$ cat src/hdl/pbt_pkg.sv
package pbt_pkg;

  localparam int unsigned PHASES      = 8;
  localparam int unsigned PHASE_W     = $clog2(PHASES);
  localparam int unsigned BTN_W       = 12;
  localparam int unsigned MAP_COUNT   = 10;
  localparam int unsigned MAP_ENTRIES = 12;
  localparam int unsigned MAP_W       = 4;
  localparam int unsigned SPEED_W     = 3;
  localparam int unsigned DIV_W       = 2;

  typedef enum logic [1:0] {
    OP_REPORT = 2'd0,
    OP_SELECT = 2'd1,
    OP_TICK   = 2'd2,
    OP_NONE   = 2'd3
  } opcode_e;

  typedef enum logic [0:0] {
    CFG_MAP_SELECT          = 1'b0,
    CFG_THREE_BUTTON_COMPAT = 1'b1
  } cfg_reg_e;

  typedef struct packed {
    opcode_e          opcode;
    logic [BTN_W-1:0] buttons;
    logic             select_level;
  } item_t;

  typedef struct packed {
    logic [MAP_W-1:0] map_select;
    logic             three_button_compat;
  } cfg_t;

  // Active-high contributions to the three port bytes.
  typedef struct packed {
    logic [7:0] lo;
    logic [7:0] hi;
    logic [7:0] x;
  } pat_t;

  typedef struct packed {
    logic [BTN_W-1:0] mask;
    pat_t             pat;
    logic             turbo;
  } map_entry_t;

  localparam logic [7:0] PORT_IDLE = 8'hff;
  localparam logic [7:0] ODD_MASK  = 8'h0c;
  localparam logic [7:0] DET_MASK  = 8'h3c;
  localparam logic [7:0] ID_MASK   = 8'h03;

  localparam logic [MAP_W-1:0]   MAP_LAST      = 4'd9;
  localparam logic [MAP_W-1:0]   MAP_JOY_FIRST = 4'd5;
  localparam logic [MAP_W-1:0]   MAP_JOY_LAST  = 4'd8;
  localparam logic [SPEED_W-1:0] SPEED_LAST    = 3'd5;

  localparam int unsigned BIT_SEL   = 2;
  localparam int unsigned BIT_START = 3;

  localparam logic [BTN_W-1:0] B_B   = 12'h001;
  localparam logic [BTN_W-1:0] B_Y   = 12'h002;
  localparam logic [BTN_W-1:0] B_SEL = 12'h004;
  localparam logic [BTN_W-1:0] B_ST  = 12'h008;
  localparam logic [BTN_W-1:0] B_UP  = 12'h010;
  localparam logic [BTN_W-1:0] B_DN  = 12'h020;
  localparam logic [BTN_W-1:0] B_LF  = 12'h040;
  localparam logic [BTN_W-1:0] B_RT  = 12'h080;
  localparam logic [BTN_W-1:0] B_A   = 12'h100;
  localparam logic [BTN_W-1:0] B_X   = 12'h200;
  localparam logic [BTN_W-1:0] B_L   = 12'h400;
  localparam logic [BTN_W-1:0] B_R   = 12'h800;

  localparam pat_t P_A  = 24'h020000;
  localparam pat_t P_B  = 24'h000200;
  localparam pat_t P_C  = 24'h000100;
  localparam pat_t P_X  = 24'h000008;
  localparam pat_t P_Y  = 24'h000010;
  localparam pat_t P_Z  = 24'h000020;
  localparam pat_t P_ST = 24'h010000;
  localparam pat_t P_MD = 24'h000004;
  localparam pat_t P_UP = 24'h202000;
  localparam pat_t P_DN = 24'h101000;
  localparam pat_t P_LF = 24'h000800;
  localparam pat_t P_RT = 24'h000400;
  localparam pat_t J_UP = 24'h202020;
  localparam pat_t J_DN = 24'h101010;
  localparam pat_t J_LF = 24'h080808;
  localparam pat_t J_RT = 24'h040404;
  localparam pat_t J_F1 = 24'h020202;
  localparam pat_t J_F2 = 24'h010101;

  localparam map_entry_t NONE_E = '{mask: '0, pat: '0, turbo: 1'b0};

  // Unused slots have an empty mask and never contribute.
  localparam map_entry_t MAP_ROM [MAP_COUNT][MAP_ENTRIES] = '{
    '{'{B_A, P_A, 1'b0}, '{B_B, P_B, 1'b0}, '{B_X, P_C, 1'b0}, '{B_Y, P_X, 1'b0},
      '{B_L, P_Y, 1'b0}, '{B_R, P_Z, 1'b0}, '{B_ST, P_ST, 1'b0}, '{B_SEL, P_MD, 1'b0},
      '{B_UP, P_UP, 1'b0}, '{B_DN, P_DN, 1'b0}, '{B_LF, P_LF, 1'b0}, '{B_RT, P_RT, 1'b0}},
    '{'{B_A, P_B, 1'b0}, '{B_B, P_A, 1'b0}, '{B_X, P_X, 1'b0}, '{B_Y, P_C, 1'b0},
      '{B_L, P_Y, 1'b0}, '{B_R, P_Z, 1'b0}, '{B_ST, P_ST, 1'b0}, '{B_SEL, P_MD, 1'b0},
      '{B_UP, P_UP, 1'b0}, '{B_DN, P_DN, 1'b0}, '{B_LF, P_LF, 1'b0}, '{B_RT, P_RT, 1'b0}},
    '{'{B_A, P_C, 1'b0}, '{B_B, P_B, 1'b0}, '{B_X, P_Y, 1'b0}, '{B_Y, P_A, 1'b0},
      '{B_L, P_X, 1'b0}, '{B_R, P_Z, 1'b0}, '{B_ST, P_ST, 1'b0}, '{B_SEL, P_MD, 1'b0},
      '{B_UP, P_UP, 1'b0}, '{B_DN, P_DN, 1'b0}, '{B_LF, P_LF, 1'b0}, '{B_RT, P_RT, 1'b0}},
    '{'{B_X, P_A, 1'b0}, '{B_Y, P_B, 1'b0}, '{B_B, P_C, 1'b0}, '{B_A, P_X, 1'b0},
      '{B_R, P_Y, 1'b0}, '{B_L, P_Z, 1'b0}, '{B_ST, P_ST, 1'b0}, '{B_SEL, P_MD, 1'b0},
      '{B_UP, P_UP, 1'b0}, '{B_DN, P_DN, 1'b0}, '{B_LF, P_LF, 1'b0}, '{B_RT, P_RT, 1'b0}},
    '{'{B_A, P_A, 1'b0}, '{B_B, P_B, 1'b0}, '{B_X, P_C, 1'b0}, '{B_Y, P_X, 1'b0},
      '{B_L, P_Y, 1'b0}, '{B_R, P_Z, 1'b0}, '{B_ST, P_ST, 1'b0}, '{B_SEL, P_MD, 1'b0},
      '{B_DN, P_UP, 1'b0}, '{B_UP, P_DN, 1'b0}, '{B_RT, P_LF, 1'b0}, '{B_LF, P_RT, 1'b0}},
    '{'{B_UP, J_UP, 1'b0}, '{B_DN, J_DN, 1'b0}, '{B_LF, J_LF, 1'b0}, '{B_RT, J_RT, 1'b0},
      '{B_A | B_B, J_F1, 1'b0}, '{B_Y | B_R, J_F1, 1'b1}, '{B_X | B_L, J_F2, 1'b0},
      NONE_E, NONE_E, NONE_E, NONE_E, NONE_E},
    '{'{B_DN, J_DN, 1'b0}, '{B_LF, J_LF, 1'b0}, '{B_RT, J_RT, 1'b0}, '{B_B, J_UP, 1'b0},
      '{B_A, J_F1, 1'b0}, '{B_Y | B_R, J_F1, 1'b1}, '{B_X | B_L, J_F2, 1'b0},
      NONE_E, NONE_E, NONE_E, NONE_E, NONE_E},
    '{'{B_DN, J_DN, 1'b0}, '{B_LF, J_LF, 1'b0}, '{B_RT, J_RT, 1'b0}, '{B_A, J_UP, 1'b0},
      '{B_B, J_F1, 1'b0}, '{B_X | B_L, J_F2, 1'b0}, '{B_Y | B_R, J_F1, 1'b1},
      NONE_E, NONE_E, NONE_E, NONE_E, NONE_E},
    '{'{B_UP, J_DN, 1'b0}, '{B_DN, J_UP, 1'b0}, '{B_RT, J_LF, 1'b0}, '{B_LF, J_RT, 1'b0},
      '{B_A, J_UP, 1'b0}, '{B_B, J_F1, 1'b0}, '{B_X | B_L, J_F2, 1'b0},
      '{B_Y | B_R, J_F1, 1'b1}, NONE_E, NONE_E, NONE_E, NONE_E},
    '{'{B_A, P_B, 1'b0}, '{B_B, P_A, 1'b0}, '{B_X, P_Y, 1'b0}, '{B_Y, P_X, 1'b0},
      '{B_L, P_Z, 1'b0}, '{B_R, P_C, 1'b0}, '{B_ST, P_ST, 1'b0}, '{B_SEL, P_MD, 1'b0},
      '{B_UP, P_UP, 1'b0}, '{B_DN, P_DN, 1'b0}, '{B_LF, P_LF, 1'b0}, '{B_RT, P_RT, 1'b0}}
  };

endpackage

$ cat src/hdl/pad_button_translator.sv
// Pad button translator: takes one word per clock cycle unless the output side stalls, and returns
// exactly one result word per input word; an input register and then a result register hold the
// words and all mapping between them is a single pass of OR logic over the selected table of the
// built-in mapping ROM, so the sustained rate is one word per cycle when the output is not stalled.
// A report word stores the pressed buttons and recomposes the eight-phase port table, a select
// edge word drives the byte at the current phase and advances it, and a tick word runs the turbo
// divider and, in joystick maps, the turbo lock and speed controls. Buttons read as released until
// a report, or a tick in a joystick map, finds no button held. Configuration writes take effect at
// once and must only be made while no word is in flight.
module pad_button_translator
  import pbt_pkg::*;
(
  input  logic               clk_i,
  input  logic               rst_ni,
  input  logic               cfg_we_i,
  input  logic [0:0]         cfg_index_i,
  input  logic [MAP_W-1:0]   cfg_data_i,
  input  logic               in_valid_i,
  output logic               in_ready_o,
  input  logic [1:0]         opcode_i,
  input  logic [BTN_W-1:0]   buttons_i,
  input  logic               select_level_i,
  output logic               out_valid_o,
  input  logic               out_ready_i,
  output logic [7:0]         port_value_o,
  output logic [PHASE_W-1:0] phase_o,
  output logic               turbo_level_o
);

  cfg_t  cfg_q;
  logic  item_valid;
  item_t item;
  logic  eng_ready;

  always_ff @(posedge clk_i or negedge rst_ni) begin
    if (!rst_ni) begin
      cfg_q <= '0;
    end else if (cfg_we_i) begin
      case (cfg_reg_e'(cfg_index_i))
        CFG_MAP_SELECT:          cfg_q.map_select <= cfg_data_i;
        CFG_THREE_BUTTON_COMPAT: cfg_q.three_button_compat <= cfg_data_i[0];
        default:                 cfg_q <= cfg_q;
      endcase
    end
  end

  pbt_in_stage u_in_stage (
    .clk_i          (clk_i),
    .rst_ni         (rst_ni),
    .in_valid_i     (in_valid_i),
    .in_ready_o     (in_ready_o),
    .opcode_i       (opcode_i),
    .buttons_i      (buttons_i),
    .select_level_i (select_level_i),
    .item_valid_o   (item_valid),
    .item_o         (item),
    .eng_ready_i    (eng_ready)
  );

  pbt_engine u_engine (
    .clk_i         (clk_i),
    .rst_ni        (rst_ni),
    .cfg_i         (cfg_q),
    .item_valid_i  (item_valid),
    .item_i        (item),
    .eng_ready_o   (eng_ready),
    .out_valid_o   (out_valid_o),
    .out_ready_i   (out_ready_i),
    .port_value_o  (port_value_o),
    .phase_o       (phase_o),
    .turbo_level_o (turbo_level_o)
  );

endmodule

$ cat src/hdl/pbt_in_stage.sv
module pbt_in_stage
  import pbt_pkg::*;
(
  input  logic             clk_i,
  input  logic             rst_ni,
  input  logic             in_valid_i,
  output logic             in_ready_o,
  input  logic [1:0]       opcode_i,
  input  logic [BTN_W-1:0] buttons_i,
  input  logic             select_level_i,
  output logic             item_valid_o,
  output item_t            item_o,
  input  logic             eng_ready_i
);

  logic  valid_q;
  item_t item_q;

  assign in_ready_o   = !valid_q || eng_ready_i;
  assign item_valid_o = valid_q;
  assign item_o       = item_q;

  always_ff @(posedge clk_i or negedge rst_ni) begin
    if (!rst_ni) begin
      valid_q <= 1'b0;
    end else if (in_ready_o) begin
      valid_q <= in_valid_i;
    end
  end

  always_ff @(posedge clk_i) begin
    if (in_valid_i && in_ready_o) begin
      item_q <= '{opcode: opcode_e'(opcode_i), buttons: buttons_i,
                  select_level: select_level_i};
    end
  end

endmodule

$ cat src/hdl/pbt_engine.sv
module pbt_engine
  import pbt_pkg::*;
(
  input  logic               clk_i,
  input  logic               rst_ni,
  input  cfg_t               cfg_i,
  input  logic               item_valid_i,
  input  item_t              item_i,
  output logic               eng_ready_o,
  output logic               out_valid_o,
  input  logic               out_ready_i,
  output logic [7:0]         port_value_o,
  output logic [PHASE_W-1:0] phase_o,
  output logic               turbo_level_o
);

  logic [BTN_W-1:0]   held_q, held_d;
  pat_t               pat_q, pat_d;
  logic               tcompat_q, tcompat_d;
  logic [PHASE_W-1:0] phase_q, phase_d;
  logic               ignore_q, ignore_d;
  logic [SPEED_W-1:0] speed_q, speed_d;
  logic               lock_q, lock_d;
  logic               wave_q, wave_d;
  logic [DIV_W-1:0]   div_q, div_d;
  logic               prev_sel_q, prev_sel_d;
  logic               prev_st_q, prev_st_d;
  logic               out_valid_q;
  logic [7:0]         port_q, port_d;

  logic               fire;
  logic [MAP_W-1:0]   map_idx;
  logic               joy;
  logic               div_zero;
  logic [DIV_W-1:0]   top_m1;
  logic               wave_tick;
  logic [DIV_W-1:0]   div_tick;
  logic               lock_tick;
  logic               st_btn, sel_btn;
  logic [BTN_W-1:0]   c_held;
  logic               c_lock, c_wave;
  logic               c_ignore;
  pat_t               c_pat;

  function automatic logic [7:0] byte_at(logic [PHASE_W-1:0] idx, pat_t p, logic compat);
    logic [7:0] v;
    v = idx[0] ? (p.lo | ODD_MASK) : p.hi;
    if (!compat) begin
      case (idx)
        3'd5:    v = p.lo | DET_MASK;
        3'd6:    v = p.x;
        3'd7:    v = p.hi & ID_MASK;
        default: v = v;
      endcase
    end
    return ~v;
  endfunction

  assign eng_ready_o = !out_valid_q || out_ready_i;
  assign fire        = item_valid_i && eng_ready_o;

  assign map_idx = (cfg_i.map_select > MAP_LAST) ? '0 : cfg_i.map_select;
  assign joy     = (map_idx >= MAP_JOY_FIRST) && (map_idx <= MAP_JOY_LAST);

  always_comb begin
    case (speed_q)
      3'd2, 3'd3: top_m1 = 2'd2;
      3'd4, 3'd5: top_m1 = 2'd3;
      default:    top_m1 = 2'd1;
    endcase
  end

  assign div_zero  = (div_q == '0);
  assign wave_tick = wave_q ^ div_zero;
  assign div_tick  = div_zero ? top_m1 : div_q - 2'd1;
  assign st_btn    = held_q[BIT_START];
  assign sel_btn   = held_q[BIT_SEL];
  assign lock_tick = lock_q ^ (st_btn && !prev_st_q);

  // A report composes from the new buttons; a tick composes with the updated turbo state.
  assign c_held   = (item_i.opcode == OP_REPORT) ? item_i.buttons : held_q;
  assign c_lock   = (item_i.opcode == OP_TICK) ? lock_tick : lock_q;
  assign c_wave   = (item_i.opcode == OP_TICK) ? wave_tick : wave_q;
  assign c_ignore = (c_held == '0) ? 1'b0 : ignore_q;

  always_comb begin
    logic on;
    c_pat = '0;
    for (int i = 0; i < MAP_ENTRIES; i++) begin
      on = (MAP_ROM[map_idx][i].turbo && c_lock && c_wave)
        || (((c_held & MAP_ROM[map_idx][i].mask) != '0)
            && (!MAP_ROM[map_idx][i].turbo || c_wave));
      if (on && !c_ignore) begin
        c_pat = c_pat | MAP_ROM[map_idx][i].pat;
      end
    end
  end

  always_comb begin
    held_d     = held_q;
    pat_d      = pat_q;
    tcompat_d  = tcompat_q;
    phase_d    = phase_q;
    ignore_d   = ignore_q;
    speed_d    = speed_q;
    lock_d     = lock_q;
    wave_d     = wave_q;
    div_d      = div_q;
    prev_sel_d = prev_sel_q;
    prev_st_d  = prev_st_q;
    port_d     = PORT_IDLE;
    case (item_i.opcode)
      OP_REPORT: begin
        held_d    = item_i.buttons;
        pat_d     = c_pat;
        tcompat_d = cfg_i.three_button_compat;
        ignore_d  = c_ignore;
        phase_d   = item_i.select_level ? PHASE_W'(1) : '0;
        port_d    = byte_at(item_i.select_level ? '0 : PHASE_W'(1), c_pat,
                            cfg_i.three_button_compat);
      end
      OP_SELECT: begin
        port_d  = byte_at(phase_q, pat_q, tcompat_q);
        phase_d = phase_q + PHASE_W'(1);
      end
      OP_TICK: begin
        wave_d = wave_tick;
        div_d  = div_tick;
        if (joy) begin
          lock_d     = lock_tick;
          prev_st_d  = st_btn;
          pat_d      = c_pat;
          tcompat_d  = cfg_i.three_button_compat;
          ignore_d   = c_ignore;
          prev_sel_d = sel_btn;
          port_d     = ~c_pat.hi;
          if (sel_btn && !prev_sel_q) begin
            speed_d = (speed_q >= SPEED_LAST) ? '0 : speed_q + SPEED_W'(1);
          end
        end
      end
      default: begin
        port_d = PORT_IDLE;
      end
    endcase
  end

  always_ff @(posedge clk_i or negedge rst_ni) begin
    if (!rst_ni) begin
      held_q      <= '0;
      pat_q       <= '0;
      tcompat_q   <= 1'b0;
      phase_q     <= PHASE_W'(1);
      ignore_q    <= 1'b1;
      speed_q     <= SPEED_W'(1);
      lock_q      <= 1'b0;
      wave_q      <= 1'b0;
      div_q       <= '0;
      prev_sel_q  <= 1'b0;
      prev_st_q   <= 1'b0;
      out_valid_q <= 1'b0;
    end else begin
      if (eng_ready_o) begin
        out_valid_q <= item_valid_i;
      end
      if (fire) begin
        held_q     <= held_d;
        pat_q      <= pat_d;
        tcompat_q  <= tcompat_d;
        phase_q    <= phase_d;
        ignore_q   <= ignore_d;
        speed_q    <= speed_d;
        lock_q     <= lock_d;
        wave_q     <= wave_d;
        div_q      <= div_d;
        prev_sel_q <= prev_sel_d;
        prev_st_q  <= prev_st_d;
      end
    end
  end

  always_ff @(posedge clk_i) begin
    if (fire) begin
      port_q <= port_d;
    end
  end

  assign out_valid_o   = out_valid_q;
  assign port_value_o  = port_q;
  assign phase_o       = phase_q;
  assign turbo_level_o = wave_q;

`ifndef SYNTHESIS
  a_speed_range: assert property (@(posedge clk_i) disable iff (!rst_ni)
    speed_q <= SPEED_LAST)
    else $error("turbo speed index out of range");

  a_select_advance: assert property (@(posedge clk_i) disable iff (!rst_ni)
    fire && item_i.opcode == OP_SELECT |=> phase_q == $past(phase_q) + PHASE_W'(1))
    else $error("select edge did not advance the phase");

  a_result_follows: assert property (@(posedge clk_i) disable iff (!rst_ni)
    fire |=> out_valid_q)
    else $error("accepted word produced no result");

  a_unused_opcode: assert property (@(posedge clk_i) disable iff (!rst_ni)
    fire && item_i.opcode == OP_NONE |=> port_q == PORT_IDLE && $stable(phase_q)
      && $stable(wave_q) && $stable(pat_q))
    else $error("unused opcode changed state");
`endif

endmodule
$ cat config.mk
export PLATFORM = sky130hd
export DESIGN_NAME = pad_button_translator
export DESIGN_NICKNAME = d
export VERILOG_FILES = /design/src/hdl/pbt_pkg.sv /design/src/hdl/pad_button_translator.sv /design/src/hdl/pbt_in_stage.sv /design/src/hdl/pbt_engine.sv
export SDC_FILE = /design/constraint.sdc
export NUM_CORES = 1
export LEC_CHECK = 0
export ABC_AREA = 1
export ABC_CLOCK_PERIOD_IN_PS = 3700
export BUFFER_PORTS_ARGS = -buffer_cell sky130_fd_sc_hd__buf_4
export CAP_MARGIN = 40
export CORE_MARGIN = 1.5
export CORE_UTILIZATION = 55
export CTS_CLUSTER_DIAMETER = 200
export DETAILED_ROUTE_END_ITERATION = 7
export PLACE_DENSITY = 0.75
export SYNTH_ARGS = -nofsm -noshare
export SYNTH_HDL_FRONTEND = slang
export SYNTH_HIERARCHICAL = 1
export SYNTH_SLANG_ARGS = --single-unit
$ cat constraint.sdc
create_clock -name clk_i -period 3.7 [get_ports clk_i]
set_clock_uncertainty 0.1 [all_clocks]
set_input_delay 0.37 -clock clk_i [delete_from_list [all_inputs] [get_ports clk_i]]
set_output_delay 0.37 -clock clk_i [all_outputs]
set_load 0.01 [all_outputs]
==> flow_metrics.py, run 1 <==
metrics = {
    "outcome": {
        "status": "finished, final reports clean",
    },
    "drt": {
        "routed_wirelength_um": 10100,
        "vias": 3910,
        "firstDrtPassIters": 4,
        "viasPerCell": 5.48,
        "wire_per_inst_um": 14.1,
        "drt_iter0_drc": 286,
        "ant_nets": 0,
        "route.detailed.drc": 0,
    },
    "setup_path": {
        "crit_arrival_ns": 3.52,
        "crit_family": "simple AND/OR/NAND/NOR gates",
        "required_ns": 3.83,
        "critPathSlowestCell": "dfrtp_1",
        "crit_path_max_incr_delay_ns": 0.42,
        "worst_setup_path_end_kind": "register",
        "cp_max_fo": 17,
        "path_cells": "nor2_1 -> nor2_1 -> nor2_1 -> inv_1 -> ha_1 -> nor2_2 -> inv_2 -> nand2_1 -> inv_2 -> o21ai_2 -> inv_2 -> nand2_1 -> and3_1 -> buf_4 -> o21ai_0 -> o22a_1",
        "crit_buf_inv": 5,
        "critical_path_class": "reg -> reg",
        "critPathLaunchType": "register",
    },
    "grt": {
        "grt_pass1_wl_um": 16900,
        "grt_pass1_vias": 3625,
        "antenna_found_initial": 0,
        "grt_max_degree": 48,
        "grt_overflow": 0,
        "track_usage": 0.257,
    },
    "cells_and_area": {
        "layout-area-overhead-vs-synth_pct": 12.8,
        "final_layout_size_suffix_gt1_frac": 0.160,
        "nFillCells": 657,
        "multi_input_area_um2": 2010,
        "final_cell_mix": "nand2_1 (165), inv_1 (76), nor2_1 (48)",
        "regArea_um2": 1810,
        "final_common_cell": "nand2_1",
        "fin_nets": 648,
        "diodes": 0,
        "final_util": 0.651,
    },
    "timing": {
        "relSlewSlack": 0.472,
        "max_freq_mhz": 295,
        "period_needed_ns": 3.39,
        "hold_viol": 0,
        "slew_viol_final": 0,
        "grt_setup_unrepaired": "false",
        "finalSetupViolCount": 0,
        "finalSetupTns_ns": 0,
        "worst_pin_slew_ns": 0.792,
        "fin_crit_sh": 0.916,
    },
    "clock_tree": {
        "insertion_delay_ns": 0.34,
        "cts_tree": "yes",
        "cts_root_buffer": "clkbuf_8",
        "cts_buffer_depth": 2,
        "htree_levels": 3,
        "cts_sinks": 68,
        "clk_pin_slew_worst_paths_ns": 0.07,
        "cts_setup_buffers": 0,
        "cts_buffers": 9,
    },
    "power": {
        "clkPwrFrac": 0.264,
        "power_leakage_nw": 2.38,
        "power_frac_seq": 0.424,
        "internal_power_mw": 1.60,
        "power.share.combinational": 0.312,
        "power.net_switching_uw": 907,
        "vdd_drop_max_uv": 276,
        "swShare": 0.361,
        "power_density_nw_per_um2": 523,
    },
    "yosys": {
        "synth_flop_cell": "dfrtp_1",
        "ys_ff_latch": 68,
        "yosys_warnings": 6,
        "synth_edf_count": 21,
        "synth-async-reset-ratio": 0.691,
        "yosysTopAreaCellShare": 0.259,
        "synth_cell_types": 42,
        "synth.avg_cell_area_um2": 7.44,
        "synth-seq-area-share": 0.426,
        "synth_area_leaders": "dfrtp_1 (26%), edfxtp_1 (15%), nand2_1 (15%)",
        "synth_area_um2": 4250,
        "synth_largest_area_cell": "dfrtp_1",
        "netlist_instances": 571,
    },
    "floorplan": {
        "pin_count": 39,
        "design.die.area_um2": 8260,
        "die_x_um": 90.9,
        "die_y_um": 90.9,
        "core_area_um2": 7370,
        "rows": 31,
        "start_util": 0.577,
    },
    "placement": {
        "gp_congestion": 1.03,
        "numPortBuffers": 36,
        "place_hpwl_um": 7460,
    },
    "min_path": {
        "hold_path_class": "in -> reg",
    },
    "flow_run": {
        "drv_cap": 0,
    },
}
==> final cells by class <==
class	count	area share
Multi-Input combinational cell	403	0.420
Clock inverter	7	0.0191
Clock buffer	9	0.0258
Sequential cell	68	0.378
Inverter	86	0.0673
Timing Repair Buffer	41	0.0647
Tap cell	99	0.0258
==> logic make-up after synthesis <==
family / count (synthesis) / synth area share
AOI/OAI and AO/OA: 104 / 0.143
DFF: 68 / 0.426
adders and majority gates: 14 / 0.0412
and+or+nand+nor: 283 / 0.287
buffers and inverters: 101 / 0.103
other: 1 / 0.000883
==> synth_stat cells (6+ instances only) <==
| cell | instances |
|---|---|
| a21oi_1 | 11 |
| a31oi_1 | 12 |
| dfrtp_1 | 44 |
| edfxtp_1 | 21 |
| ha_1 | 14 |
| inv_1 | 76 |
| inv_2 | 9 |
| nand2_1 | 165 |
| nand2_2 | 11 |
| nand3_1 | 31 |
| nand4_1 | 9 |
| nor2_1 | 49 |
| nor2_2 | 7 |
| o21ai_0 | 46 |
| o21ai_1 | 12 |
| o22ai_1 | 6 |
==> per-stage QoR <==
step	hold slack (ns)	setup WS, ns	area, um^2	total power, mW	std cells
finish	0.102	0.312	4790	2.51	713
global route	0.0747	0.0446	4790	2.68	713
CTS	0.0829	0.202	4790	2.51	713
detailed placement	0.329	0.223	4560	1.84	696
global placement	0.327	0.211	4560	1.82	696
floorplan	-0.0256	1.06	4250	1.60	572
==> flip-flops by register name (all words and copies together), names as in the netlist <==
signal / cells
u_in_stage/item_valid_o: 1
u_engine/tcompat_q: 1
cfg_q: 5
u_engine/speed_q: 3
u_in_stage/item_o: 15
u_engine/pat_q: 14
u_engine/phase_o: 3
u_engine/div_q: 2
u_engine/port_value_o: 6
u_engine/lock_q: 1
u_engine/turbo_level_o: 1
u_engine/ignore_q: 1
u_engine/out_valid_o: 1
u_engine/held_q: 12
u_engine/prev_sel_q: 1
u_engine/prev_st_q: 1
==> power by group through the flow <==
| stage | logic, mW | registers (mW) | clock network [mW] |
|---|---|---|---|
| final | 0.782 | 1.06 | 0.662 |
| after global routing | 0.881 | 1.09 | 0.714 |
| after CTS | 0.768 | 1.06 | 0.679 |
| after detailed placement | 0.763 | 1.08 | 0 |
| after global placement | 0.745 | 1.07 | 0 |
| after floorplan | 0.547 | 1.06 | 0 |
==> per-layer routing <==
metal  track usage  vias up  share of wire
li1              -     1919              -
met1         0.341     1789           0.44
met2         0.421      183           0.46
met3        0.0589       19          0.077
met4        0.0716        0          0.018
met5             0        -              0
==> final timing paths <==
path	from	endpoint	slack [ns]	cells past startpoint
max in group asynchronous	rst_ni	cfg_q[3]	2.61	2
min in group asynchronous	rst_ni	u_engine/speed_q[2]	0.48	2
worst max register to register	cfg_q[3]	u_engine/pat_q[2]	0.31	16
worst max-delay path	cfg_q[3]	u_engine/pat_q[2]	0.31	16
worst min-delay path	buttons_i[3]	u_in_stage/item_o[4]	0.10	1
worst min register to register	u_engine/held_q[8]	u_engine/held_q[8]	0.39	2
==> timing repair <==
action / CTS / global route
gates resized for setup: 0 / 2
setup endpoints to repair: 0 / 3
endpoints found under the hold margin: 44 / 0
hold buffers: 1 / 0
(Power assumes the default switching activity.)
==> inputs of run 2 (changes only) <==
CORE_MARGIN = default   (was 1.5)
CORE_UTILIZATION = default   (was 55)
PLACE_DENSITY = default   (was 0.75)
SYNTH_HIERARCHICAL = default   (was 1)
==> run 2 against run 1 <==
The run now fails in 1_2_yosys.
==> flow_metrics.py, run 2 <==
metrics = {
    "outcome": {
        "stop_stage": "1_2_yosys",
        "toolErrorMsg": "ERROR: TCL interpreter returned an error: Source files actually used in the design:",
        "status": "stopped before the end",
    },
    "yosys": {
        "yosys_warnings": 0,
    },
}
